===== src/lpht_pkg.sv =====
// ----------------------------------------------------------------------------
// lpht_pkg: shared types and constants for the linear-probe hash table
// Table geometry, operation and status codes, and controller/datapath links.
// ----------------------------------------------------------------------------
`default_nettype none

package lpht_pkg;

  // Table geometry
  localparam int SLOTS       = 256;
  localparam int IDX_W       = $clog2(SLOTS);
  localparam int CNT_W       = IDX_W + 1;
  localparam int HALF_SLOTS  = SLOTS / 2;
  localparam int KEY_W       = 32;
  localparam int VALUE_WIDTH = 32;

  // Mixer constants
  localparam logic [31:0] HASH_MUL1 = 32'h7feb352d;
  localparam logic [31:0] HASH_MUL2 = 32'h846ca68b;

  // Operation codes
  localparam logic [1:0] MODE_LOOKUP = 2'd0;
  localparam logic [1:0] MODE_INSERT = 2'd1;
  localparam logic [1:0] MODE_REMOVE = 2'd2;

  // Result status codes
  localparam logic [1:0] STAT_OK     = 2'd0;
  localparam logic [1:0] STAT_ABSENT = 2'd1;
  localparam logic [1:0] STAT_EXISTS = 2'd2;
  localparam logic [1:0] STAT_FULL   = 2'd3;

  // Slot states
  localparam logic [1:0] SLOT_EMPTY = 2'd0;
  localparam logic [1:0] SLOT_USED  = 2'd1;
  localparam logic [1:0] SLOT_TOMB  = 2'd2;

  // Controller to datapath commands
  typedef struct packed {
    logic load;    // capture input transaction, first xor-shift
    logic mul1;    // first multiply
    logic mul2;    // second multiply
    logic home;    // set probe pointer to home slot
    logic fetch;   // first slot read
    logic probe;   // evaluate slot, read the next
    logic commit;  // update table, load result register
  } lpht_cmd_t;

  // Datapath to controller status
  typedef struct packed {
    logic             probe_done;
    logic             out_valid;
    logic [CNT_W-1:0] count;
  } lpht_stat_t;

endpackage

`default_nettype wire


===== src/lpht_ctrl.sv =====
// ----------------------------------------------------------------------------
// lpht_ctrl: sequencer for one hash table operation
// Steps the hash, the probe loop and the commit, one transaction at a time.
// ----------------------------------------------------------------------------
`default_nettype none

module lpht_ctrl (
  input  wire logic               clk,
  input  wire logic               rst,
  input  wire logic               in_valid,
  output logic                    in_ready,
  input  wire lpht_pkg::lpht_stat_t stat,
  output lpht_pkg::lpht_cmd_t     cmd
);

  typedef enum logic [2:0] {
    S_IDLE, S_MUL1, S_MUL2, S_HOME, S_FETCH, S_PROBE, S_DONE
  } state_t;

  state_t state;
  state_t state_next;

  // Next state
  always_comb begin
    state_next = state;
    case (state)
      S_IDLE:  if (in_valid) state_next = S_MUL1;
      S_MUL1:  state_next = S_MUL2;
      S_MUL2:  state_next = S_HOME;
      S_HOME:  state_next = S_FETCH;
      S_FETCH: state_next = S_PROBE;
      S_PROBE: if (stat.probe_done) state_next = S_DONE;
      S_DONE:  if (!stat.out_valid) state_next = S_IDLE;
      default: state_next = S_IDLE;
    endcase
  end

  always_ff @(posedge clk) begin
    if (rst) begin
      state <= S_IDLE;
    end else begin
      state <= state_next;
    end
  end

  // Commands
  always_comb begin
    in_ready   = (state == S_IDLE);
    cmd        = '0;
    cmd.load   = (state == S_IDLE) && in_valid;
    cmd.mul1   = (state == S_MUL1);
    cmd.mul2   = (state == S_MUL2);
    cmd.home   = (state == S_HOME);
    cmd.fetch  = (state == S_FETCH);
    cmd.probe  = (state == S_PROBE);
    cmd.commit = (state == S_DONE) && !stat.out_valid;
  end

endmodule

`default_nettype wire


===== config.mk =====
export PLATFORM = sky130hd
export DESIGN_NAME = lpht_ctrl
export DESIGN_NICKNAME = d
export VERILOG_FILES = /design/src/lpht_pkg.sv /design/src/lpht_ctrl.sv
export SDC_FILE = /design/constraint.sdc
export NUM_CORES = 1
export LEC_CHECK = 0
export ABC_AREA = 1
export BUFFER_PORTS_ARGS = -buffer_cell sky130_fd_sc_hd__buf_2
export CAP_MARGIN = 20
export CELL_PAD_IN_SITES_DETAIL_PLACEMENT = 2
export CELL_PAD_IN_SITES_GLOBAL_PLACEMENT = 2
export CORE_UTILIZATION = 14
export CTS_BUF_LIST = sky130_fd_sc_hd__clkbuf_16
export CTS_CLUSTER_SIZE = 8
export DETAILED_ROUTE_END_ITERATION = 16
export GPL_ROUTABILITY_DRIVEN = 0
export PLACE_DENSITY_LB_ADDON = 0.2
export SLEW_MARGIN = 20
export SYNTH_ARGS = -nofsm -noshare
export SYNTH_HDL_FRONTEND = slang
export SYNTH_SLANG_ARGS = --single-unit
export TNS_END_PERCENT = 30

===== constraint.sdc =====
create_clock -name clk -period 1.5 [get_ports clk]
set_clock_uncertainty 0.2 [all_clocks]
set_input_delay 0.3 -clock clk [delete_from_list [all_inputs] [get_ports clk]]
set_output_delay 0.3 -clock clk [all_outputs]
set_load 0.01 [all_outputs]

* Yosys cells after proc, flatten, opt, wreduce, memory -nomap -nowiden
Cells that the tools add are included.
Storage, ports and cells: register bits after elaboration 3
Operators by class: equal/unequal tests 9, muxes and demuxes 4, reduce and logical (&&, ||, !) cells 5
Operators with widths (count):
- 3-bit case mux with 7 select lines | 1
- 3-bit equality test (second input constant) | 3
- 3-bit two-way mux | 3
- 3-bit by 2-bit equality test with 1-bit output (second input constant) | 2
- 2-bit != test (second input constant) | 3
- 3-bit by 1-bit equality test with 1-bit output (second input constant) | 1
- 3-bit logical NOT | 1
- 3-bit AND reduction | 1
- 1-bit logical AND | 2
- 1-bit logical NOT | 1

* Depth between registers and ports, before layout
Gate-level depths: netlist of run 1.
depth after elaboration 3, depth in mapped cells 5, mapped depth without buffers 5

* Worst setup path after synthesis of run 1
No wires, ideal clock.
kind register -> output, from register state[1], to output cmd[6] in the netlist's numbering, arrival time 724 ps, setup slack 276 ps, cell stages (with the launch flop) 4, buffers on the path 0, cells stage by stage dfxtp_1 > nor2_2 > nand2_1 > nor2_1
RTL lines:
- from (decl) | RTL line lpht_ctrl.sv:20 | state_t state;
- from (signal assigned) | RTL line lpht_ctrl.sv:42 | state <= state_next;
- to (decl) | RTL line lpht_ctrl.sv:13 | output lpht_pkg::lpht_cmd_t cmd

==> results.yml, run 1 <==
layout:
  area_growth_pct: 80.95
  multi_input_area_um2: 155.1
  ff_latch_area_um2: 67.56
  final_cells: 73
  largest_reg_flops: 3
  drive_above_1_share_pct: 47.37
  insertedDiodeCount: 0
  num-fill-cells: 194
  reg_top3: "state: 3 flops"
  regMostFlops: "state"
  post-route-util_pct: 27.76
  layout.nets: 72
floorplan:
  dieHeight_um: 43.10
  initial_core_util_pct: 15.34
  core_area_um2: 1541
  fp.dieW_um: 43.10
  dieArea_um2: 1858
  top_level_ports: 22
  rows: 14
sta:
  setup_viol: 0
  setup_slack_ns: 0.01735
  period_minus_slack_ns: 1.483
  fmax_mhz: 674.5
  slew_viol_final: 0
  finalCritPeriodShare_pct: 98.84
  holdWs_ns: 0.04758
  hold_violations: 0
  slew-limit-headroom_pct: 85.08
  rsz0062_at_grt: "yes"
  tightestPinTransition_ns: 0.2228
power_and_ir_drop:
  ir_drop_v: 0.0008139
  power_density_nw_per_um2: 1575
  p_leak_uw: 0.0002352
detailed_routing:
  drt_iter0_markers: 5
  wirelength_um: 790
  ant_nets: 0
  wl_per_cell_um: 10.82
  first_pass_iters: 3
  vias: 314
  routed_via_density: 4.301
  drc: 0
logic_synthesis:
  synth.most_common_cell: "nor2_1"
  synthFlopType: "dfxtp_1"
  synth_top_cell_by_area: "dfxtp_1"
  synth_top_area_share_pct: 25.40
  synth_cells: 40
  synth_common_cells: "9 x nor2_1, 7 x nand2_1, 5 x inv_1, 3 x dfxtp_1, 3 x nand3_1"
  async_flop_share_pct: 0
  syn_area_um2: 236.5
  syn_area_per_cell_um2: 5.912
  synth-warning-count: 0
  synth_cell_types: 15
  synth_edf_count: 0
  synth_area_leaders: "dfxtp_1 25%, nor2_1 14%, nand2_1 11%, inv_1 7.9%, nand3_1 6.3%"
  seq_area_frac_synth_pct: 25.40
  synth_seq_cells: 3
  synth_fp_nets: 54
cts:
  path_clk_slew_ns: 0.03
  root_buffer: "clkbuf_16"
  clock_sinks: 3
  ctsHoldBuffers: 0
  numCtsBuffers: 3
  cts.htree.levels: 1
  cts_tree: "yes"
  cts_buffer_depth: 2
  insertion_delay_ns: 0.22
grt:
  overflow: 0
  grt_pass1_vias: 284
  grt_util_all_layers_pct: 10.19
  grt_max_degree: 10
  grt_pass1_wl_um: 1311
  grt_antenna_before_repair: 0
outcome:
  status: "finished clean"
worst_setup_path:
  cp_max_fo: 7
  rr_worst_depth: 5
  cp.depth: 4
  cp_num_buf_inv: 1
  crit_type: "flop to primary output"
  worstPathArrival_ns: 0.98
  start_kind: "flop"
  cpPeakStageDelay_ns: 0.37
  slowest_stage: "dfxtp_4"
  path_cells: "nor2_4 > nand2_2 > nor2_1 > buf_2"
  endpoint_kind: "primary output"
  cp.required_ns: 1.00
  cpLargestDelayFamily: "flip-flops"
worst_hold_path:
  hold_depth: 2
  hold_path.class: "primary input to flop"
place:
  dp_cells: 68
  dp_hpwl_um: 617.3
  dp_slack_ns: 0.1437
  port_buffers: 12
run:
  drv_cap: 0
[layer usage]
layer / share of wire (%) / vias up / global-route usage (%)
met4: 1.4 / 0 / 10.91
met1: 48 / 137 / 12.72
li1: - / 162 / -
met5: 0 / - / 0
met3: 8.1 / 2 / 2.553
met2: 42 / 13 / 13.13
[worst reg2reg max path, delay by kind of cell (launching register included)]
family | cells | cell delay (ns)
and+or+nand+nor | 3 | 0.26
buffers and inverters | 1 | 0.17
AOI/OAI and AO/OA | 1 | 0.14
DFF | 1 | 0.33
[through the flow]
stage	total power (µW)	TNS, ns	area, µm²
2_1_floorplan	187.3	0	236.5
3_3_place_gp	234.6	0	316.6
3_5_place_dp	236.1	0	316.6
4_1_cts	665.5	-0.0002680	407.9
5_1_grt	704.5	-0.1384	427.9
6_report	674.1	0	427.9
[placed cells by master (no fill, tap or decap), types with 2 or more instances in the layout]
cell type / n
buf_2: 12
buf_4: 2
clkbuf_16: 3
dfxtp_4: 2
inv_1: 5
inv_4: 2
nand2_1: 6
nand3_1: 3
nand4_1: 2
nor2_1: 9
o21ai_1: 2
[kinds of logic after synthesis]
kind of cell,after synthesis,share of synthesized area (%)
DFF,3,25.40
and+or+nand+nor,25,51.32
buffers and inverters,8,14.29
AOI/OAI and AO/OA,4,8.995
[report_power, final]
part / switching, µW / internal, µW / leakage [µW] / total, µW
clock network: 74.4 / 344 / 0.0000423 / 418
logic: 74.3 / 61.6 / 0.000167 / 136
registers: 26.6 / 93.4 / 0.0000259 / 120
[area by class of cell]
class | count | share of cell area [%]
multi-input cells | 29 | 36.26
clock buffers | 3 | 17.54
repair buffers | 14 | 17.54
flip-flops and latches | 3 | 15.79
inverters | 7 | 7.310
well taps | 16 | 4.678
clock inverters | 1 | 0.8772
[path summary, 6_finish.rpt]
check             slack [ns]        to     start
hold reg to reg         0.45  state[0]  state[2]
setup reg to reg        0.27  state[2]  state[2]
hold / removal          0.05  state[2]       rst
setup / recovery        0.02    cmd[6]  state[1]
[repair_timing]
action / 4_1_cts / 5_1_grt
resized for setup: 5 / 5
pin swaps: 1 / 2
setup buffers: 0 / 1
endpoints found under the setup margin: 7 / 6
endpoints found under the hold margin: 0 / 0
Power figures use the tool's default switching activity.
==> run 2: changes to the inputs <==
--- a/config.mk
+++ b/config.mk
@@ -5,18 +5,16 @@
 export SDC_FILE = /design/constraint.sdc
 export NUM_CORES = 1
 export LEC_CHECK = 0
-export ABC_AREA = 1
 export BUFFER_PORTS_ARGS = -buffer_cell sky130_fd_sc_hd__buf_2
 export CAP_MARGIN = 20
 export CELL_PAD_IN_SITES_DETAIL_PLACEMENT = 2
 export CELL_PAD_IN_SITES_GLOBAL_PLACEMENT = 2
-export CORE_UTILIZATION = 14
+export CORE_UTILIZATION = 15
 export CTS_BUF_LIST = sky130_fd_sc_hd__clkbuf_16
 export CTS_CLUSTER_SIZE = 8
 export DETAILED_ROUTE_END_ITERATION = 16
 export GPL_ROUTABILITY_DRIVEN = 0
 export PLACE_DENSITY_LB_ADDON = 0.2
-export SLEW_MARGIN = 20
 export SYNTH_ARGS = -nofsm -noshare
 export SYNTH_HDL_FRONTEND = slang
 export SYNTH_SLANG_ARGS = --single-unit
==> results.yml, run 2 <==
outcome:
  status: "finished with violations"
  violations: "setup timing"
logic_synthesis:
  synth_cells: 24
  synth_area_leaders: "dfxtp_1 27%, nor3b_1 10%, and3b_2 8.9%, a211oi_2 5.6%, buf_6 5.0%"
  syn_area_um2: 224.0
  synth_top_area_share_pct: 26.82
  synth-simple-area-share_pct: 31.28
  synth_top_cell_by_area: "dfxtp_1"
  synth.area.mux_share_pct: 4.469
  synth-warning-count: 0
  synth_seq_cells: 3
  synth_cell_types: 17
  async_flop_share_pct: 0
  synth_top_family_by_area: "simple AND/OR/NAND/NOR gates"
  synth-adder-area-share_pct: 0
  synth-xor-area-share_pct: 3.911
  synth_common_cells: "3 x dfxtp_1, 3 x nor3b_1, 2 x a21oi_1, 2 x and3b_2, 2 x nor3_1"
  synthFlopType: "dfxtp_1"
  syn_area_per_cell_um2: 9.332
  synth_compound_area_share_pct: 22.91
  seq_area_frac_synth_pct: 26.82
  synth_edf_count: 0
  synth_fp_nets: 38
layout:
  drive_above_1_share_pct: 68.29
  regMostFlops: "state"
  ff_latch_area_um2: 71.32
  largest_reg_flops: 3
  insertedDiodeCount: 0
  final_cell_mix: "11 x buf_2, 3 x nor3b_1, 3 x clkbuf_16, 3 x buf_4, 3 x dfxtp_4"
  stdcell_area_um2: 425.4
  layout.nets: 56
  area_growth_pct: 89.94
  post-route-util_pct: 31.51
  layout_commonest_cell: "buf_2"
  multi_input_area_um2: 156.4
  num-fill-cells: 156
  reg_top3: "state: 3 flops"
sta:
  setup_viol: 1
  tightestPinTransition_ns: 0.1854
  hold_violations: 0
  slew-limit-headroom_pct: 87.28
  setup_tns_ns: -0.03037
  slew_viol_final: 0
  finalCritPeriodShare_pct: 102.0
  fmax_mhz: 653.4
  period_minus_slack_ns: 1.530
  setup_slack_ns: -0.03037
  rsz0062_at_grt: "yes"
power_and_ir_drop:
  clkPwrFrac_pct: 62.8
  power.total_uw: 665.6
  power_density_nw_per_um2: 1565
  internal-power_uw: 510.0
  pwr-share-seq_pct: 17.4
  p_sw_uw: 155.6
  ir_drop_v: 0.0007660
  switching_share_pct: 23.38
  p_leak_uw: 0.0002017
  power.share.combinational_pct: 19.9
worst_setup_path:
  endpoint_kind: "primary output"
  cp_num_buf_inv: 1
  cpPeakStageDelay_ns: 0.36
  start_kind: "flop"
  startpoint: "state[0]"
  r2r-end: "state[2]"
  crit_end: "cmd[6]"
  crit_type: "flop to primary output"
  worstPathArrival_ns: 1.03
  cp_max_fo: 7
  cpLargestDelayFamily: "flip-flops"
  rr_worst_depth: 4
  reg2reg_from: "state[0]"
  slowest_stage: "dfxtp_4"
  reg2reg_slack_ns: 0.09
  cp.depth: 3
  path_cells: "nor3_4 > and2_1 > buf_2"
  cp.required_ns: 1.00
run:
  drv_cap: 0
floorplan:
  rows: 13
  initial_core_util_pct: 16.59
  dieArea_um2: 1652
  core_area_um2: 1350
  dieHeight_um: 40.64
  fp.dieW_um: 40.64
  top_level_ports: 22
detailed_routing:
  routed_via_density: 4.446
  vias: 249
  dr_wl_met3_um: 44
  wl_per_cell_um: 15.36
  first_pass_iters: 2
  drc: 0
  routedLengthMet1_um: 299
  top_layer_used: "met4"
  drt_iter0_markers: 2
  wl_met2_um: 502
  ant_nets: 0
  wirelength_um: 860
grt:
  grt_pass1_vias: 271
  grt_max_degree: 10
  grt_antenna_before_repair: 0
  overflow: 0
  grt_pass1_wl_um: 1304
  grt_util_all_layers_pct: 13.60
cts:
  cts.htree.levels: 1
  ctsHoldBuffers: 0
  cts_buffer_depth: 2
  cts_tree: "yes"
  root_buffer: "clkbuf_16"
  insertion_delay_ns: 0.22
  path_clk_slew_ns: 0.03
  numCtsBuffers: 3
  clock_sinks: 3
worst_hold_path:
  hold_depth: 2
  hold_path.class: "primary input to flop"
  holdCritStartpoint: "rst"
place:
  port_buffers: 12
  post_dp_cell_area_um2: 301.5
  dp_slack_ns: 0.04821
==> run 2: kinds of logic after synthesis <==
group	Yosys count
and+or+nand+nor	10
DFF	3
AOI/OAI and AO/OA	6
muxes	1
xor gates and xnor gates	1
buffers and inverters	3
==> run 2: metrics by stage <==
| stage | hold WS [ns] | cells |
|---|---|---|
| CTS | 0.07041 | 56 |
| floorplan | 0.1646 | 24 |
| detailed placement | 0.3079 | 51 |
| finish | 0.06907 | 56 |
| global route | 0.07185 | 56 |
| global placement | 0.2993 | 51 |
==> run 2: metal layers <==
metal,global-route usage [%],vias to the layer above
li1,-,120
met1,10.97,119
met2,26.19,8
met3,6.522,2
met4,7.500,0
met5,0,-
==> run 2: how the worst min path moves through the flow <==
stage,end,slack [ns]
2_1_floorplan,state[1],0.16
3_3_place_gp,state[1],0.30
3_5_place_dp,state[1],0.31
4_1_cts,state[1],0.07
5_1_grt,state[1],0.07
6_report,state[1],0.07
==> run 2: area by class of cell <==
class,instances,share of cell area (%)
Multi-Input combinational cell,18,36.76
Timing Repair Buffer,16,23.53
Clock inverter,1,0.8824
Clock buffer,3,17.65
Sequential cell,3,16.76
Tap cell,15,4.412
==> run 2: worst register-to-register path: stages, from the launching register on <==
cell and delay, ns:
dfxtp_4 0.36, buf_6 0.12, buf_4 0.14, or2b_1 0.23
a311oi_1 0.26
==> run 2: power by group through the flow <==
stage	clock network [µW]	registers (µW)	logic (µW)
2_1_floorplan	0	96.2	89.0
3_3_place_gp	0	108	113
3_5_place_dp	0	109	118
4_1_cts	421	117	134
5_1_grt	437	119	147
6_report	418	116	132
==> run 2: timing repair <==
item / in CTS / in global routing
setup endpoints to repair: 8 / 6
setup buffers: 1 / 0
resized for setup: 9 / 2
pin swaps: 1 / 0
==> run 3: changes to the inputs <==
--- a/config.mk
+++ b/config.mk
@@ -14,7 +14,7 @@
 export CTS_CLUSTER_SIZE = 8
 export DETAILED_ROUTE_END_ITERATION = 16
 export GPL_ROUTABILITY_DRIVEN = 0
-export PLACE_DENSITY_LB_ADDON = 0.2
+export PLACE_DENSITY = 0.76
 export SYNTH_ARGS = -nofsm -noshare
 export SYNTH_HDL_FRONTEND = slang
 export SYNTH_SLANG_ARGS = --single-unit
==> results.yml, run 3 (synthesis gave the netlist of run 2 again) <==
place:
  post_dp_cell_area_um2: 301.5
  dp_hpwl_um: 465.7
  port_buffers: 12
worst_setup_path:
  cp_num_buf_inv: 1
  cp.depth: 3
  worstPathArrival_ns: 1.01
  crit_type: "flop to primary output"
  path_cells: "nor3_2 > and2_1 > buf_2"
  cp.required_ns: 1.00
  cp_max_fo: 8
  cpLargestDelayFamily: "flip-flops"
  start_kind: "flop"
  endpoint_kind: "primary output"
  cpPeakStageDelay_ns: 0.36
  slowest_stage: "dfxtp_4"
  rr_worst_depth: 3
grt:
  overflow: 0
  busiest_layer: "met2"
  grt_pass1_wl_um: 1311
  grt_util_all_layers_pct: 13.64
  use_met3_pct: 3.261
  use_met1_pct: 12.70
  grt_max_degree: 12
  grt_pass1_vias: 265
  grt_antenna_before_repair: 0
  use_met2_pct: 23.02
power_and_ir_drop:
  power.share.combinational_pct: 17.8
  switching_share_pct: 23.34
  p_leak_uw: 0.0001963
  ir_drop_v: 0.0004456
  power_density_nw_per_um2: 1602
  clkPwrFrac_pct: 64.4
  p_sw_uw: 152.0
  pwr-share-seq_pct: 17.8
  internal-power_uw: 499.4
layout:
  drive_above_1_share_pct: 70.00
  regMostFlops: "state"
  final_cell_mix: "12 x buf_2, 3 x clkbuf_16, 3 x buf_4, 3 x dfxtp_4"
  reg_top3: "state: 3 flops"
  layout.nets: 55
  insertedDiodeCount: 0
  largest_reg_flops: 3
  area_growth_pct: 81.56
  num-fill-cells: 163
  layout_commonest_cell: "buf_2"
  stdcell_area_um2: 406.6
detailed_routing:
  wl_per_cell_um: 13.69
  drc: 0
  ant_nets: 0
  vias: 244
  wirelength_um: 753
  routed_via_density: 4.436
  first_pass_iters: 2
  drt_iter0_markers: 1
sta:
  period_minus_slack_ns: 1.508
  fmax_mhz: 663.2
  setup_viol: 1
  setup_tns_ns: -0.007810
  tightestPinTransition_ns: 0.2109
  slew_viol_final: 0
  rsz0062_at_grt: "yes"
  slew-limit-headroom_pct: 85.54
  holdWs_ns: 0.07559
  finalCritPeriodShare_pct: 100.5
  hold_violations: 0
  setup_slack_ns: -0.007810
floorplan:
  core_area_um2: 1350
  dieHeight_um: 40.64
  initial_core_util_pct: 16.59
  top_level_ports: 22
  dieArea_um2: 1652
  rows: 13
  fp.dieW_um: 40.64
cts:
  root_buffer: "clkbuf_16"
  numCtsBuffers: 3
  insertion_delay_ns: 0.22
  path_clk_slew_ns: 0.03
  cts.htree.levels: 1
  cts_buffer_depth: 2
  ctsHoldBuffers: 0
  cts_tree: "yes"
  clock_sinks: 3
worst_hold_path:
  hold_path.class: "primary input to flop"
  hold_depth: 2
outcome:
  violations: "setup timing"
  status: "finished with violations"
run:
  drv_cap: 0
run 3: routing by layer:
metal	vias up	part of all wire [%]
li1	120	-
met1	111	41
met2	10	52
met3	3	4.1
met4	0	3.2
met5	-	0
run 3: layout make-up:
| cell class | instances | area, µm² | share of cell area (%) |
|---|---|---|---|
| repair buffers | 15 | 82.58 | 20.31 |
| multi-input cells | 18 | 155.1 | 38.15 |
| well taps | 15 | 18.77 | 4.615 |
| clock inverters | 1 | 3.754 | 0.9231 |
| clock buffers | 3 | 75.07 | 18.46 |
| flip-flops and latches | 3 | 71.32 | 17.54 |
run 3: path summary, 6_finish.rpt:
path                    to  slack [ns]     start
setup reg to reg  state[0]        0.27  state[1]
hold / removal    state[1]        0.08       rst
setup / recovery    cmd[6]      -0.008  state[2]
hold reg to reg   state[1]        0.42  state[2]
run 3: metrics by stage:
stage / power [µW] / setup WS, ns / std cells / utilization, %
3_5_place_dp: 223.8 / 0.1009 / 51 / 22.34
5_1_grt: 681.1 / -0.07501 / 55 / 30.12
3_3_place_gp: 218.6 / 0.1358 / 51 / 22.34
2_1_floorplan: 185.2 / 0.02707 / 24 / -
4_1_cts: 655.9 / -0.01800 / 55 / 29.38
6_report: 651.4 / -0.007810 / 55 / 30.12
run 3: power groups by stage:
stage	combinational, µW	sequential [µW]	clock (µW)
floorplan	89.0	96.2	0
global placement	109	110	0
detailed placement	112	112	0
CTS	118	114	424
global route	132	120	429
finish	116	116	420
run 3: repair_timing:
action,in CTS,in global routing
pin swaps,0,0
resized for setup,7,2
setup buffers,0,0
endpoints found under the hold margin,0,0
setup endpoints to repair,7,5
